File: src/rtl/ipv4_pkg.sv
// ----------------------------------------------------------------------------
// IPv4 dotted-quad parser package
// Payload types, status codes and register map shared by the parser RTL.
// ----------------------------------------------------------------------------
`default_nettype none

package ipv4_pkg;

  // Status codes reported with each parsed string.
  localparam logic [2:0] ST_OK           = 3'd0;
  localparam logic [2:0] ST_WANT_DIGIT   = 3'd1;
  localparam logic [2:0] ST_WANT_DOT     = 3'd2;
  localparam logic [2:0] ST_RANGE        = 3'd3;
  localparam logic [2:0] ST_TRAILING     = 3'd4;
  localparam logic [2:0] ST_LEADING_ZERO = 3'd5;

  // Character and limit constants.
  localparam logic [7:0] CHAR_DOT   = 8'h2E;
  localparam logic [7:0] CHAR_ZERO  = 8'h30;
  localparam logic [9:0] QUAD_LIMIT = 10'd255;
  localparam logic [7:0] POS_LIMIT  = 8'd255;

  // Register index of allow_leading_zero.
  localparam logic REG_ALLOW_LZ = 1'b0;

  // One input character.
  typedef struct packed {
    logic [7:0] char_code;
    logic       last_char;
  } in_item_t;

  // One parse result.
  typedef struct packed {
    logic [2:0]  status;
    logic [7:0]  error_offset;
    logic [31:0] address;
    logic [31:0] reversed_address;
  } out_item_t;

endpackage : ipv4_pkg

`default_nettype wire

File: src/rtl/ipv4_dotted_quad_parser.sv
// ----------------------------------------------------------------------------
// IPv4 dotted-quad parser
// Parses a text IPv4 address one character per transfer and reports one
// result per string with status, fault offset, address and reversed address.
// ----------------------------------------------------------------------------
// Usage:
//   The in_ channel carries one character per transfer; last_char marks the
//   final character of a string. A transfer happens when valid is high and
//   stall is low. The out_ channel carries one result per string, produced
//   for the transfer that carries last_char.
//   Throughput is one character per cycle while in_stall is low. Each character
//   is captured in an input register, and a single pass of compare and
//   digit-accumulate logic then updates the parse state and, for the last
//   character, loads the result register, which drives out_valid.
//   When the receiver stalls, the held result stays in the output register;
//   characters that cause no result keep flowing, and only a last character
//   waits in the input register until the output register frees up.
//   Reset (rst_n low, synchronous) clears both channels, the parse state and
//   allow_leading_zero. The register is written over the APB-style port
//   at byte address 0 and should only change while the parser is idle.
// ----------------------------------------------------------------------------
`default_nettype none

module ipv4_dotted_quad_parser (
  input  wire                 clk,
  input  wire                 rst_n,
  // Input character channel
  input  wire                 in_valid,
  output logic                in_stall,
  input  ipv4_pkg::in_item_t  in_data,
  // Result channel
  output logic                out_valid,
  input  wire                 out_stall,
  output ipv4_pkg::out_item_t out_data,
  // Configuration port
  input  wire                 psel,
  input  wire                 penable,
  input  wire                 pwrite,
  input  wire  [2:0]          paddr,
  input  wire  [31:0]         pwdata,
  output logic [31:0]         prdata,
  output logic                pready
);

  // Checks a finished quad: range first, then leading zero.
  function automatic logic [2:0] close_check(input logic [9:0] qv,
                                             input logic [1:0] dc,
                                             input logic       alz);
    logic [9:0] floor_val;
    floor_val = (dc == 2'd3) ? 10'd100 : 10'd10;
    if (qv > ipv4_pkg::QUAD_LIMIT) begin
      return ipv4_pkg::ST_RANGE;
    end else if (!alz && dc >= 2'd2 && qv < floor_val) begin
      return ipv4_pkg::ST_LEADING_ZERO;
    end
    return ipv4_pkg::ST_OK;
  endfunction

  // Configuration register.
  logic allow_lz_r;
  logic cfg_write;

  assign pready    = 1'b1;
  assign cfg_write = psel && penable && pwrite;

  always_ff @(posedge clk) begin
    if (!rst_n) begin
      allow_lz_r <= 1'b0;
    end else if (cfg_write && paddr[2] == ipv4_pkg::REG_ALLOW_LZ) begin
      allow_lz_r <= pwdata[0];
    end
  end

  assign prdata = (paddr[2] == ipv4_pkg::REG_ALLOW_LZ) ? {31'd0, allow_lz_r} : 32'd0;

  // Input register and output register handshake.
  logic               s1_valid_r;
  ipv4_pkg::in_item_t s1_data_r;
  logic               out_valid_r;
  ipv4_pkg::out_item_t out_data_r;
  logic               out_free;
  logic               process;

  assign out_free  = !out_valid_r || !out_stall;
  assign process   = s1_valid_r && (!s1_data_r.last_char || out_free);
  assign in_stall  = s1_valid_r && !process;
  assign out_valid = out_valid_r;
  assign out_data  = out_data_r;

  always_ff @(posedge clk) begin
    if (!rst_n) begin
      s1_valid_r <= 1'b0;
    end else if (!in_stall) begin
      s1_valid_r <= in_valid;
    end
  end

  always_ff @(posedge clk) begin
    if (in_valid && !in_stall) begin
      s1_data_r <= in_data;
    end
  end

  // Parse state.
  logic        want_dot_r,   want_dot_nxt;
  logic [1:0]  quad_idx_r,   quad_idx_nxt;
  logic [1:0]  digit_cnt_r,  digit_cnt_nxt;
  logic [9:0]  quad_val_r,   quad_val_nxt;
  logic [31:0] addr_acc_r,   addr_acc_nxt;
  logic [7:0]  char_pos_r,   char_pos_nxt;
  logic [7:0]  tok_start_r,  tok_start_nxt;
  logic [2:0]  err_code_r,   err_code_nxt;
  logic [7:0]  err_pos_r,    err_pos_nxt;
  ipv4_pkg::out_item_t result;

  // One parsing step for the character in the input register.
  always_comb begin
    logic [7:0] c;
    logic [3:0] d;
    logic       is_digit;
    logic [2:0] chk;
    logic [7:0] pos;

    c   = s1_data_r.char_code;
    d   = 4'(c - ipv4_pkg::CHAR_ZERO);
    pos = char_pos_r;
    is_digit = c inside {[8'h30:8'h39]};

    want_dot_nxt  = want_dot_r;
    quad_idx_nxt  = quad_idx_r;
    digit_cnt_nxt = digit_cnt_r;
    quad_val_nxt  = quad_val_r;
    addr_acc_nxt  = addr_acc_r;
    tok_start_nxt = tok_start_r;
    err_code_nxt  = err_code_r;
    err_pos_nxt   = err_pos_r;
    chk           = ipv4_pkg::ST_OK;

    if (err_code_r == ipv4_pkg::ST_OK) begin
      if (!want_dot_r) begin
        if (is_digit) begin
          if (digit_cnt_r == 2'd0) begin
            tok_start_nxt = pos;
          end
          quad_val_nxt  = (quad_val_r << 3) + (quad_val_r << 1) + {6'd0, d};
          digit_cnt_nxt = digit_cnt_r + 2'd1;
          if (digit_cnt_nxt == 2'd3) begin
            // Third digit closes the quad.
            chk = close_check(quad_val_nxt, digit_cnt_nxt, allow_lz_r);
            if (chk != ipv4_pkg::ST_OK) begin
              err_code_nxt = chk;
              err_pos_nxt  = tok_start_nxt;
            end else begin
              addr_acc_nxt = {addr_acc_r[23:0], quad_val_nxt[7:0]};
              want_dot_nxt = 1'b1;
            end
            digit_cnt_nxt = 2'd0;
            quad_val_nxt  = 10'd0;
          end
        end else if (digit_cnt_r == 2'd0) begin
          err_code_nxt = ipv4_pkg::ST_WANT_DIGIT;
          err_pos_nxt  = pos;
        end else begin
          // Non-digit closes a short quad, then acts as a separator.
          chk = close_check(quad_val_r, digit_cnt_r, allow_lz_r);
          digit_cnt_nxt = 2'd0;
          quad_val_nxt  = 10'd0;
          if (chk != ipv4_pkg::ST_OK) begin
            err_code_nxt = chk;
            err_pos_nxt  = tok_start_r;
          end else begin
            addr_acc_nxt = {addr_acc_r[23:0], quad_val_r[7:0]};
            if (quad_idx_r == 2'd3) begin
              want_dot_nxt = 1'b1;
              err_code_nxt = ipv4_pkg::ST_TRAILING;
              err_pos_nxt  = pos;
            end else if (c == ipv4_pkg::CHAR_DOT) begin
              quad_idx_nxt = quad_idx_r + 2'd1;
              want_dot_nxt = 1'b0;
            end else begin
              want_dot_nxt = 1'b1;
              err_code_nxt = ipv4_pkg::ST_WANT_DOT;
              err_pos_nxt  = pos;
            end
          end
        end
      end else begin
        if (quad_idx_r == 2'd3) begin
          err_code_nxt = ipv4_pkg::ST_TRAILING;
          err_pos_nxt  = pos;
        end else if (c == ipv4_pkg::CHAR_DOT) begin
          quad_idx_nxt = quad_idx_r + 2'd1;
          want_dot_nxt = 1'b0;
        end else begin
          err_code_nxt = ipv4_pkg::ST_WANT_DOT;
          err_pos_nxt  = pos;
        end
      end
    end

    char_pos_nxt = (pos >= ipv4_pkg::POS_LIMIT) ? ipv4_pkg::POS_LIMIT : pos + 8'd1;

    // End of string: close an open quad, then check for a complete address.
    if (s1_data_r.last_char) begin
      if (err_code_nxt == ipv4_pkg::ST_OK && !want_dot_nxt && digit_cnt_nxt != 2'd0) begin
        chk = close_check(quad_val_nxt, digit_cnt_nxt, allow_lz_r);
        if (chk != ipv4_pkg::ST_OK) begin
          err_code_nxt = chk;
          err_pos_nxt  = tok_start_nxt;
        end else begin
          addr_acc_nxt = {addr_acc_nxt[23:0], quad_val_nxt[7:0]};
          want_dot_nxt = 1'b1;
        end
      end
      if (err_code_nxt == ipv4_pkg::ST_OK && !(want_dot_nxt && quad_idx_nxt == 2'd3)) begin
        err_code_nxt = want_dot_nxt ? ipv4_pkg::ST_WANT_DOT : ipv4_pkg::ST_WANT_DIGIT;
        err_pos_nxt  = char_pos_nxt;
      end
    end

    // Result word for a finished string.
    if (err_code_nxt == ipv4_pkg::ST_OK) begin
      result.status           = ipv4_pkg::ST_OK;
      result.error_offset     = 8'd0;
      result.address          = addr_acc_nxt;
      result.reversed_address = {addr_acc_nxt[7:0], addr_acc_nxt[15:8],
                                 addr_acc_nxt[23:16], addr_acc_nxt[31:24]};
    end else begin
      result.status           = err_code_nxt;
      result.error_offset     = err_pos_nxt;
      result.address          = 32'd0;
      result.reversed_address = 32'd0;
    end
  end

  // Parse state update; a finished string returns everything to reset values.
  always_ff @(posedge clk) begin
    if (!rst_n || (process && s1_data_r.last_char)) begin
      want_dot_r  <= 1'b0;
      quad_idx_r  <= 2'd0;
      digit_cnt_r <= 2'd0;
      quad_val_r  <= 10'd0;
      addr_acc_r  <= 32'd0;
      char_pos_r  <= 8'd0;
      tok_start_r <= 8'd0;
      err_code_r  <= ipv4_pkg::ST_OK;
      err_pos_r   <= 8'd0;
    end else if (process) begin
      want_dot_r  <= want_dot_nxt;
      quad_idx_r  <= quad_idx_nxt;
      digit_cnt_r <= digit_cnt_nxt;
      quad_val_r  <= quad_val_nxt;
      addr_acc_r  <= addr_acc_nxt;
      char_pos_r  <= char_pos_nxt;
      tok_start_r <= tok_start_nxt;
      err_code_r  <= err_code_nxt;
      err_pos_r   <= err_pos_nxt;
    end
  end

  // Output register.
  always_ff @(posedge clk) begin
    if (!rst_n) begin
      out_valid_r <= 1'b0;
    end else if (process && s1_data_r.last_char) begin
      out_valid_r <= 1'b1;
    end else if (!out_stall) begin
      out_valid_r <= 1'b0;
    end
  end

  always_ff @(posedge clk) begin
    if (process && s1_data_r.last_char) begin
      out_data_r <= result;
    end
  end

endmodule : ipv4_dotted_quad_parser

`default_nettype wire
File: config.mk
export PLATFORM = sky130hd
export DESIGN_NAME = ipv4_dotted_quad_parser
export DESIGN_NICKNAME = d
export VERILOG_FILES = /design/src/rtl/ipv4_pkg.sv /design/src/rtl/ipv4_dotted_quad_parser.sv
export SDC_FILE = /design/constraint.sdc
export NUM_CORES = 1
export LEC_CHECK = 0
export ABC_AREA = 1
export ABC_CLOCK_PERIOD_IN_PS = 6000
export BUFFER_PORTS_ARGS = -buffer_cell sky130_fd_sc_hd__clkbuf_2
export CORE_ASPECT_RATIO = 1.4
export CORE_MARGIN = 2
export CORE_UTILIZATION = 30
export CTS_CLUSTER_SIZE = 25
export DETAILED_ROUTE_END_ITERATION = 7
export PLACE_DENSITY_LB_ADDON = 0.08
export SLEW_MARGIN = 10
export SYNTH_ARGS = -nofsm -noshare
export SYNTH_HDL_FRONTEND = slang
export SYNTH_SLANG_ARGS = --single-unit
File: constraint.sdc
create_clock -name clk -period 6 [get_ports clk]
set_clock_uncertainty 0.15 [all_clocks]
set_input_delay 0.9 -clock clk [delete_from_list [all_inputs] [get_ports clk]]
set_output_delay 0.9 -clock clk [all_outputs]
set_load 0.02 [all_outputs]
* Word-level counts from Yosys, hierarchy flattened
Index checks and enable logic that the tools add are counted.
W data, S select, Z words.
** Cells by class
- $add $sub $neg :: 6
- $mul :: 0
- Div/mod/pow operators :: 0
- Order comparisons :: 12
- Equality and inequality tests :: 7
- Shift-type cells :: 0
- Multiplexer cells :: 114
- Bitwise gates (word level) :: 1
- Reduce and logical (&&, ||, !) cells :: 39
** Operators with widths (count)
- $mux W32 :: 10
- $mux W8 :: 18
- $mux W3 :: 33
- $mux W10 :: 5
- $mux W1 :: 32
- $gt A10 B8 Y1 const B :: 3
- $lt A10 B7 Y1 :: 3
- $mux W2 :: 13
- $mux W7 :: 3
- $logic_and A1 B1 Y1 :: 18
- $logic_not A3 Y1 :: 4
- $add A10 B10 Y10 :: 1
- $add A10 B4 Y10 :: 1
- $eq A2 B2 Y1 const B :: 5
- $logic_not A1 Y1 :: 9
- $reduce_bool A3 Y1 :: 3
- $add A8 B1 Y8 const B :: 1
- $eq A8 B6 Y1 const B :: 1
- $ge A8 B6 Y1 const B :: 1
- $ge A8 B8 Y1 const B :: 1
- $le A8 B6 Y1 const B :: 1
- $ge A2 B2 Y1 const B :: 3
- $add A2 B1 Y2 const B :: 2
- $sub A4 B1 Y4 const B :: 1
- other kinds (5) :: 7
** Word-level totals
- Flip-flop bits (word level) :: 161
- Latch bits :: 0
- Bits in writable memories :: 0
- ROM bits :: 0
- Bits of input ports :: 51
- Output and inout bits :: 110
- Logic and storage cells :: 197
- Memories kept :: 0

* Logic depth before layout (Yosys ltp)
Gate-level depths: netlist (run 1).
- Word-level depth :: 40
- Mapped depth :: 32
- Gate-level depth less buffers :: 31

* Worst setup path after synthesis (run 1)
OpenSTA, ideal clock, no wires.
- Path type :: reg-to-reg
- Start point :: register s1_data_r[4] in the netlist's numbering
- End point :: register out_data_r (netlist bit out_data[36]), data pin
- Library setup time :: 0.260 ns
- Data arrival time :: 3.685 ns
- Required time :: 5.590 ns
- Slack :: 1.905 ns
- Cell stages (with the launch flop) :: 26
- Buffers on the path :: 1
- Period minus slack after synthesis :: 4.095 ns
- Path through :: edfxtp_1 inv_1 fa_1 fa_1 inv_1 ha_1 inv_1 a21oi_1 nand3_1 nand2_1 nand2_1 nand2_1 nand2_1 nand2_2 nand2_4 nand2_1 a21oi_1 nand3_1 nor2_4 a21oi_2 nand3_4 o21bai_2 nand2_2 nand2_4 buf_4 nor2_1
** Between the ends
- Cells in the longest elaborated chain, start to end :: 32
- Elaborated cells on any way between the ends :: 98
- Those cells by class :: add/sub (2); order compare (7); eq/ne (3); mux (70); reduce/logical (16)
** RTL lines
- start: declaration :: RTL line ipv4_dotted_quad_parser.sv:78 : ipv4_pkg::in_item_t s1_data_r;
- start signal: assignment :: RTL line ipv4_dotted_quad_parser.sv:100 : s1_data_r <= in_data;
- $sub A4 B1 Y4 :: RTL line ipv4_dotted_quad_parser.sv:125 : d = 4'(c - ipv4_pkg::CHAR_ZERO);
- $add A10 B4 Y10 :: RTL line ipv4_dotted_quad_parser.sv:145 : quad_val_nxt = (quad_val_r << 3) + (quad_val_r << 1) + {6'd0, d};
- $lt A10 B7 Y1 :: RTL line ipv4_dotted_quad_parser.sv:53 : end else if (!alz && dc >= 2'd2 && qv < floor_val) begin
- $logic_and A1 B1 Y1 :: RTL line ipv4_dotted_quad_parser.sv:53
- $mux W1 :: RTL line ipv4_dotted_quad_parser.sv:53
- $mux W1 :: RTL line ipv4_dotted_quad_parser.sv:51 : if (qv > ipv4_pkg::QUAD_LIMIT) begin
- $mux W1 :: RTL line ipv4_dotted_quad_parser.sv:147 : if (digit_cnt_nxt == 2'd3) begin
- $mux W1 :: RTL line ipv4_dotted_quad_parser.sv:141 : if (is_digit) begin
- [16 not listed]
- $mux W1 :: RTL line ipv4_dotted_quad_parser.sv:205 : if (err_code_nxt == ipv4_pkg::ST_OK && !want_dot_nxt && digit_cnt_nxt != 2'd0) begin
- $mux W1 :: RTL line ipv4_dotted_quad_parser.sv:204 : if (s1_data_r.last_char) begin
- $logic_and A1 B1 Y1 :: RTL line ipv4_dotted_quad_parser.sv:215 : if (err_code_nxt == ipv4_pkg::ST_OK && !(want_dot_nxt && quad_idx_nxt == 2'd3)) begin
- $logic_not A1 Y1 :: RTL line ipv4_dotted_quad_parser.sv:215
- $logic_and A1 B1 Y1 :: RTL line ipv4_dotted_quad_parser.sv:215
- $mux W3 :: RTL line ipv4_dotted_quad_parser.sv:215
- $mux W3 :: RTL line ipv4_dotted_quad_parser.sv:204
- $logic_not A3 Y1 :: RTL line ipv4_dotted_quad_parser.sv:222 : if (err_code_nxt == ipv4_pkg::ST_OK) begin
- end signal: assignment :: RTL line ipv4_dotted_quad_parser.sv:274 : out_data_r <= result;
- end: declaration :: RTL line ipv4_dotted_quad_parser.sv:80 : ipv4_pkg::out_item_t out_data_r;
Parallel ways exist; a longest one is shown, timed or not. The select of a mux whose other input is x is not followed.
A chain may end at the register's enable or synchronous reset.

* Worst setup path in the final report (run 1)
- Start point :: register quad_val_r[2]
- End point :: register out_data_r (netlist bit out_data[32]), data pin
** Between the ends
- Elaborated cells on any way between the ends :: 99
- Those cells by class :: add/sub (2); order compare (6); eq/ne (1); mux (75); reduce/logical (15)
** RTL lines
- start: declaration :: RTL line ipv4_dotted_quad_parser.sv:108 : logic [9:0] quad_val_r, quad_val_nxt;
- start signal: assignment :: RTL line ipv4_dotted_quad_parser.sv:252 : quad_val_r <= quad_val_nxt;
- $add A10 B10 Y10 * :: RTL line ipv4_dotted_quad_parser.sv:145
- $add A10 B4 Y10 * :: RTL line ipv4_dotted_quad_parser.sv:145
- $mux W10 * :: RTL line ipv4_dotted_quad_parser.sv:147
- $mux W10 * :: RTL line ipv4_dotted_quad_parser.sv:141
- $mux W10 * :: RTL line ipv4_dotted_quad_parser.sv:140 : if (!want_dot_r) begin
- $mux W10 * :: RTL line ipv4_dotted_quad_parser.sv:139 : if (err_code_r == ipv4_pkg::ST_OK) begin
- via quad_val_nxt[5] :: RTL line ipv4_dotted_quad_parser.sv:108
- $lt A10 B7 Y1 :: RTL line ipv4_dotted_quad_parser.sv:53
- [10 not listed]
- $mux W1 :: RTL line ipv4_dotted_quad_parser.sv:205
- $mux W1 :: RTL line ipv4_dotted_quad_parser.sv:204
- $logic_and A1 B1 Y1 :: RTL line ipv4_dotted_quad_parser.sv:215
- $logic_not A1 Y1 :: RTL line ipv4_dotted_quad_parser.sv:215
- $logic_and A1 B1 Y1 :: RTL line ipv4_dotted_quad_parser.sv:215
- $mux W3 :: RTL line ipv4_dotted_quad_parser.sv:215
- $mux W3 :: RTL line ipv4_dotted_quad_parser.sv:204
- $logic_not A3 Y1 :: RTL line ipv4_dotted_quad_parser.sv:222
Mark *: on every way through the listed nets, which the timed path passes. The rest lies on a longest branch. The select of a mux whose other input is x is not followed.

==> summary.md, run 1 <==
| Metric | Value |
|---|---|
| Pre-CTS setup slack | 0.660 ns |
| Nets | 1471 |
| Die X | 151 um |
| Wire per inst | 14.8 um |
| Final non-filler cell total | 1782 |
| Dpl hpwl | 18800 um |
| Yosys warns | 0 |
| Max cap viols | 0 |
| Overflow left after global routing | 0 |
| Post-route ant nets | 0 |
| Post-synthesis mux area share | 0.110% |
| Die height | 210 um |
| Synth unique cells | 50 |
| Syn avg cell area | 6.74 um^2 |
| Post-synthesis xor/xnor area fraction | 0.482% |
| CP Data Required Time | 6.01 ns |
| Global-route wire length before repair | 40600 um |
| Top cells by area, synth | edfxtp_1, dfxtp_1, nand2_1 |
| Sink Count | 129 |
| Commonest cells in the synthesized netlist | nand2_1, inv_1, o21ai_0, nor2_1, a21oi_1 |
| Post-DP Area | 0.00952 mm^2 |
| Adder-Cell Fraction of Synth Area | 4.99% |
| Vias per cell | 4.55 |
| Prevailing post-synth register cell | dfxtp_1 |
| Pins Over Slew Limit | 0 |
| Share of cells above drive strength 1 | 13.6% |
| CTS H-tree lvls | 4 |
| Inserted Diodes | 0 |
| HP Class | reg -> reg |
| # fillers | 3353 |
| Slew HR | 28.3% |
| Critical Path Fanout Max | 40 |
| Die area | 0.0317 mm^2 |
| Element type at the critical path end | flop |
| RSZ-0062 raised after global routing | no |
| Critical path arrival | 5.35 ns |
| Power Density | 274 mW/mm^2 |
| Number of buffers created by CTS | 17 |
| Top cell type's share of synthesized area | 17.2% |
| Vias in the first global route | 7509 |
| Yosys top cell by area | edfxtp_1 |
| Period utilization | 88.9% |
| Crit path kind | reg -> reg |
| Top sig layer | met4 |
| Gr usage total | 16.9% |
| Area Growth Syn to Fin | 11.2% |
| Tmin final | 5.34 ns |
| Bufs on Longest Clock Path | 2 |
| Yosys reg bits | 129 |
| Pin count of the biggest net entering global routing | 80 |
| Met3 WL | 676 um |
| Ys async rst share | 0% |
| Ports | 161 |
| Routed vias | 8105 |
| DRC Markers | 0 |
| Final instance area | 0.0101 mm^2 |
| RD Place Congestion | 0.800 |
| CTS tree | done |
| Area of the mapped netlist | 0.00908 mm^2 |
| Outcome | finished, final reports clean |
| CP Launch Type | flop |
| Resize count post-CTS | 0 |
| Starting Density | 30.4% |
| Largest family of logic cells by synthesized area | simple AND/OR/NAND/NOR gates |
| Root buf cell | clkbuf_16 |
| Final wirelength | 26300 um |
| Worst-margin pin slew | 1.08 ns |
| Setup-failing EPs final | 0 |
| Port bufs | 95 |
| Row count | 75 |
| 1st-pass router iterations | 5 |
| Post-Synth Simple-Gate Area | 25.2% |
| Fmax | 0.187 GHz |
| Initial antenna violation count | 0 |
| Met2 WL | 13900 um |
| Worst VDD drop | 195 uV |
| Synth Area in Compound Gates | 16.7% |
| Seq/Total Area, Yosys | 34.2% |
| Placeable core area | 0.0298 mm^2 |
| Setup tns final | 0 ns |
| Setup ws final | 0.664 ns |
| Post-synth EDFFs | 52 |
| Clock Latency Late Sink | 0.44 ns |
| Syn Inst Count | 1347 |
| Reg clk slew, reported paths | 0.06 ns |
| Leakage | 5.10 nW |
| Post-CTS Repair Setup Buffers | 0 |
| Final Hold Viols | 0 |
| Starting DRC count in detailed routing | 460 |
| DP Cell Count | 1751 |
| Most frequent cell after synthesis | nand2_1 |
| Worst hold slack | 0.356 ns |
| M1 wire length | 11300 um |
| Hold buffers post-CTS | 0 |
flip-flops by register name (all words and copies together), names as in the netlist:
signal       cells
out_valid        1
err_code_r       3
s1_data_r        9
quad_val_r      10
s1_valid_r       1
addr_acc_r      32
tok_start_r      8
char_pos_r       8
digit_cnt_r      2
out_data        43
want_dot_r       1
err_pos_r        8
quad_idx_r       2
allow_lz_r       1
cells in the final DEF (no fill, tap or decap), drive strengths merged, types with 2 or more instances in the layout:
| cell type | Yosys | layout |
|---|---|---|
| o21ai | 129 | 129 |
| nand4 | 12 | 12 |
| nand2 | 328 | 328 |
| clkinv | 5 | 13 |
| fa | 2 | 2 |
| edfxtp | 52 | 52 |
| a21boi | 2 | 2 |
| a22oi | 5 | 5 |
| o32a | 2 | 2 |
| xor2 | 3 | 3 |
| o21a | 8 | 8 |
| o22ai | 5 | 5 |
| xnor2 | 2 | 2 |
| dfxtp | 77 | 77 |
| or2 | 5 | 5 |
| nor2 | 113 | 113 |
| inv | 249 | 250 |
| clkbuf | 40 | 113 |
| conb | 2 | 32 |
| buf | 76 | 10 |
| a21oi | 96 | 96 |
| a31oi | 2 | 2 |
| bufinv | 0 | 3 |
| o211ai | 21 | 21 |
| nand3 | 66 | 66 |
| ha | 33 | 33 |
| nor3 | 6 | 6 |
logic make-up (layout without fill, tap and decap cells):
group,after synthesis,in the layout
compound gates,275,275
flops,129,129
mux,1,1
buf+inv,370,390
other cells,2,32
fa+ha+maj,35,35
simple gates,530,530
xor+xnor,5,5
per-stage QoR:
| stage | power [mW] | utilization, % |
|---|---|---|
| after floorplan | 1.58 | - |
| after global placement | 1.74 | 31.9 |
| after detailed placement | 1.74 | 31.9 |
| after CTS | 2.81 | 33.8 |
| after global routing | 2.94 | 33.8 |
| final | 2.77 | 33.8 |
power breakdown:
part	switching, mW	internal (mW)
registers	0.0393	0.973
clock network	0.410	0.643
logic	0.492	0.211
worst paths after layout:
kind                            slack [ns]                         from                           to  cells past startpoint
worst min-delay path                  0.36  addr_acc_r[29]$_SDFFE_PP0P_  addr_acc_r[29]$_SDFFE_PP0P_                      2
worst min register to register        0.36  addr_acc_r[29]$_SDFFE_PP0P_  addr_acc_r[29]$_SDFFE_PP0P_                      2
worst max register to register        0.66   quad_val_r[2]$_SDFFE_PP0P_   out_data[32]$_SDFFCE_PP0P_                     23
worst max-delay path                  0.66   quad_val_r[2]$_SDFFE_PP0P_   out_data[32]$_SDFFCE_PP0P_                     23
metal layers:
layer,track usage (%),vias to the layer above
li1,-,4252
met2,30.3,140
met4,5.29,0
met5,0,-
met1,20.4,3692
met3,2.65,21
cell type report:
class	instances	area (um^2)	area share, %
Clock buffer	18	429	4.25
Timing Repair Buffer	105	551	5.45
Inverter	254	956	9.47
Clock inverter	13	145	1.44
Tap cell	385	482	4.77
Multi-Input combinational cell	878	4430	43.9
Sequential cell	129	3100	30.7
worst max-delay path, cell delays in order, from the launching register on:
cell and delay (ns):
dfxtp_1 0.41, inv_1 0.12, fa_1 0.55, inv_1 0.06
ha_1 0.27, nand2_1 0.05, nand2_1 0.11, nand2_1 0.07
xnor2_1 0.30, ha_1 0.21, inv_1 0.05, o22ai_1 0.33
ha_1 0.24, nand3_1 0.08, nor2_1 0.12, nand4_1 0.12
nand3_2 0.13, o21ai_2 0.09, a21oi_2 0.50, nand3_4 0.23
o21bai_2 0.17, nand2_2 0.10, nand2_4 0.43, nor2_1 0.11
Power figures use the tool's default switching activity.
==> run 2, diff against run 1 <==
--- a/config.mk
+++ b/config.mk
@@ -7,7 +7,7 @@
 export LEC_CHECK = 0
 export ABC_AREA = 1
 export ABC_CLOCK_PERIOD_IN_PS = 6000
-export BUFFER_PORTS_ARGS = -buffer_cell sky130_fd_sc_hd__clkbuf_2
+export BUFFER_PORTS_ARGS = -buffer_cell sky130_fd_sc_hd__buf_4
 export CORE_ASPECT_RATIO = 1.4
 export CORE_MARGIN = 2
 export CORE_UTILIZATION = 30
==> run 2 against run 1 <==
Against the previous run:
- worst hold slack worse by 0.0034 ns
- global-route usage down 0.13 points
- final area up 3.3%
==> summary.md, run 2 (same netlist as run 1, synthesis figures left out) <==
| Metric | Value |
|---|---|
| Element type at the critical path end | flop (unchanged) |
| Most frequent cells in the layout | nand2_1, inv_1, o21ai_0 (unchanged) |
| Post-CTS Repair Setup Buffers | 0 (unchanged) |
| Initial antenna violation count | 0 (unchanged) |
| Final instance area | 0.0104 mm^2 (was 0.0101 mm^2) |
| Starting DRC count in detailed routing | 511 (was 460) |
| Pre-CTS setup slack | 0.797 ns (was 0.660 ns) |
| Share of cells above drive strength 1 | 14.0% (was 13.6%) |
| RSZ-0062 raised after global routing | no (unchanged) |
| Psw | 0.972 mW (was 0.941 mW) |
| Ports | 161 (unchanged) |
| Max cap viols | 0 (unchanged) |
| Bufs on Longest Clock Path | 2 (unchanged) |
| Hold buffers post-CTS | 0 (unchanged) |
| Slew HR | 28.0% (was 28.3%) |
| Crit path kind | reg -> reg (unchanged) |
| CP max stage cell | fa_1 (unchanged) |
| Setup ws final | 0.858 ns (was 0.664 ns) |
| Dpl hpwl | 18600 um (was 18800 um) |
| CP Launch Type | flop (unchanged) |
| Sequential cell fraction of total power | 34.7% (was 36.6%) |
| Root buf cell | clkbuf_16 (unchanged) |
| Power Density | 280 mW/mm^2 (was 274 mW/mm^2) |
| Largest stage delay, worst path | 0.55 ns (about the same) |
| # fillers | 3330 (was 3353) |
| CTS H-tree lvls | 4 (unchanged) |
| Setup tns final | 0 ns (unchanged) |
| Setup-failing EPs final | 0 (unchanged) |
| 1st-pass router iterations | 4 (was 5) |
| Switching fraction of total power | 33.3% (was 34.0%) |
| Final non-filler cell total | 1784 (was 1782) |
| Port bufs | 95 (unchanged) |
| Nets | 1472 (was 1471) |
| Period utilization | 85.7% (was 88.9%) |
| Global-route wire length before repair | 41100 um (was 40600 um) |
| Critical Path Fanout Max | 40 (unchanged) |
| Max FFs per register | 43 (unchanged) |
| Pin count of the biggest net entering global routing | 80 (unchanged) |
| Most used cell, CP | nand2_1 |
| Clock Latency Late Sink | 0.43 ns (was 0.44 ns) |
| Resize count post-CTS | 0 (unchanged) |
| Worst hold slack | 0.353 ns (was 0.356 ns) |
| Number of buffers created by CTS | 17 (unchanged) |
| Leakage | 5.21 nW (was 5.10 nW) |
| Vias in the first global route | 7728 (was 7509) |
| DRC Markers | 0 (unchanged) |
| Most common cell after layout, fill and taps aside | nand2_1 (unchanged) |
| Fmax | 0.194 GHz (was 0.187 GHz) |
| Vias per cell | 4.53 (was 4.55) |
| Tmin final | 5.14 ns (was 5.34 ns) |
| HP Class | reg -> reg (unchanged) |
| Routed vias | 8084 (was 8105) |
| Starting Density | 30.4% (unchanged) |
| Sink Count | 129 (unchanged) |
| Logic gate share of total power | 24.5% (was 25.4%) |
| Wire per inst | 14.4 um (was 14.8 um) |
| Pins Over Slew Limit | 0 (unchanged) |
| Post-DP Area | 0.00977 mm^2 (was 0.00952 mm^2) |
| Worst VDD drop | 186 uV (was 195 uV) |
| Outcome | finished, final reports clean (unchanged) |
| Critical path arrival | 5.15 ns (was 5.35 ns) |
| Worst-margin pin slew | 1.08 ns (about the same) |
| CTS tree | done (unchanged) |
| Area Growth Syn to Fin | 14.9% (was 11.2%) |
| Die X | 151 um (unchanged) |
| Int Power | 1.94 mW (was 1.83 mW) |
| Clock Power Share | 40.8% (was 38.0%) |
| Gr usage total | 16.7% (was 16.9%) |
| Overflow left after global routing | 0 (unchanged) |
| DP Cell Count | 1752 (was 1751) |
| Final wirelength | 25800 um (was 26300 um) |
| Final Hold Viols | 0 (unchanged) |
| Inserted Diodes | 0 (unchanged) |
| Post-route ant nets | 0 (unchanged) |
| Reg clk slew, reported paths | 0.07 ns (was 0.06 ns) |
| Die height | 210 um (unchanged) |
| RD Place Congestion | 0.820 (was 0.800) |
| Die area | 0.0317 mm^2 (unchanged) |
| Placeable core area | 0.0298 mm^2 (unchanged) |
| Row count | 75 (unchanged) |
| CP Data Required Time | 6.01 ns (about the same) |
==> run 2: cell types whose count changed in the layout (fill, tap and decap cells not counted) <==
cell        before  now
bufinv_16        3    5
clkinvlp_4       1    2
clkinv_4         2    4
clkbuf_1         1    0
clkbuf_2        95    0
buf_4           10  106
clkinv_2         3    0
inv_8            0    1
clkinv_1         8    5
inv_6            0    2
==> run 2: cell type report <==
class                   count  area, um^2  share of cell area [%]
well taps                 385         482                    4.62
clock inverters            15         233                    2.23
flip-flops and latches    129        3100                    29.8
multi-input cells         878        4430                    42.5
inverters                 254         956                    9.17
clock buffers              17         425                    4.08
repair buffers            106         796                    7.63
==> run 2: final timing paths <==
kind	from	endpoint	slack, ns	depth (start not counted)
worst max register to register	quad_val_r[2]$_SDFFE_PP0P_	out_data[52]$_SDFFCE_PP0P_	0.86	26
worst max-delay path	quad_val_r[2]$_SDFFE_PP0P_	out_data[52]$_SDFFCE_PP0P_	0.86	26
worst min-delay path	addr_acc_r[30]$_SDFFE_PP0P_	addr_acc_r[30]$_SDFFE_PP0P_	0.35	2
worst min register to register	addr_acc_r[30]$_SDFFE_PP0P_	addr_acc_r[30]$_SDFFE_PP0P_	0.35	2
==> run 2: power by group through the flow <==
stage / combinational (mW) / clock (mW) / sequential, mW
global placement: 0.721 / 0 / 1.03
detailed placement: 0.724 / 0 / 1.03
finish: 0.714 / 1.19 / 1.01
CTS: 0.726 / 1.22 / 1.01
floorplan: 0.549 / 0 / 1.03
global route: 0.816 / 1.25 / 1.02
==> run 2: critical path, delay by kind of cell (launching register included) <==
kind	cells	cell delay [ns]
and+or+nand+nor	15	1.78
AOI/OAI and AO/OA	3	0.63
xor gates and xnor gates	1	0.25
adders and majority gates	4	1.35
buffers and inverters	3	0.24
DFF	1	0.42
==> run 2: through the flow <==
stage	power [mW]	utilization, %
3_5_place_dp	1.76	32.7
2_1_floorplan	1.58	-
4_1_cts	2.96	34.9
3_3_place_gp	1.75	32.7
6_report	2.91	34.9
5_1_grt	3.08	34.9
==> run 2: routing by layer <==
| metal | track usage (%) | vias up | wire length (um) |
|---|---|---|---|
| li1 | - | 4254 | - |
| met1 | 20.4 | 3688 | 11500 |
| met2 | 29.8 | 109 | 13300 |
| met3 | 2.28 | 33 | 499 |
| met4 | 5.90 | 0 | 514 |
| met5 | 0 | - | 0 |
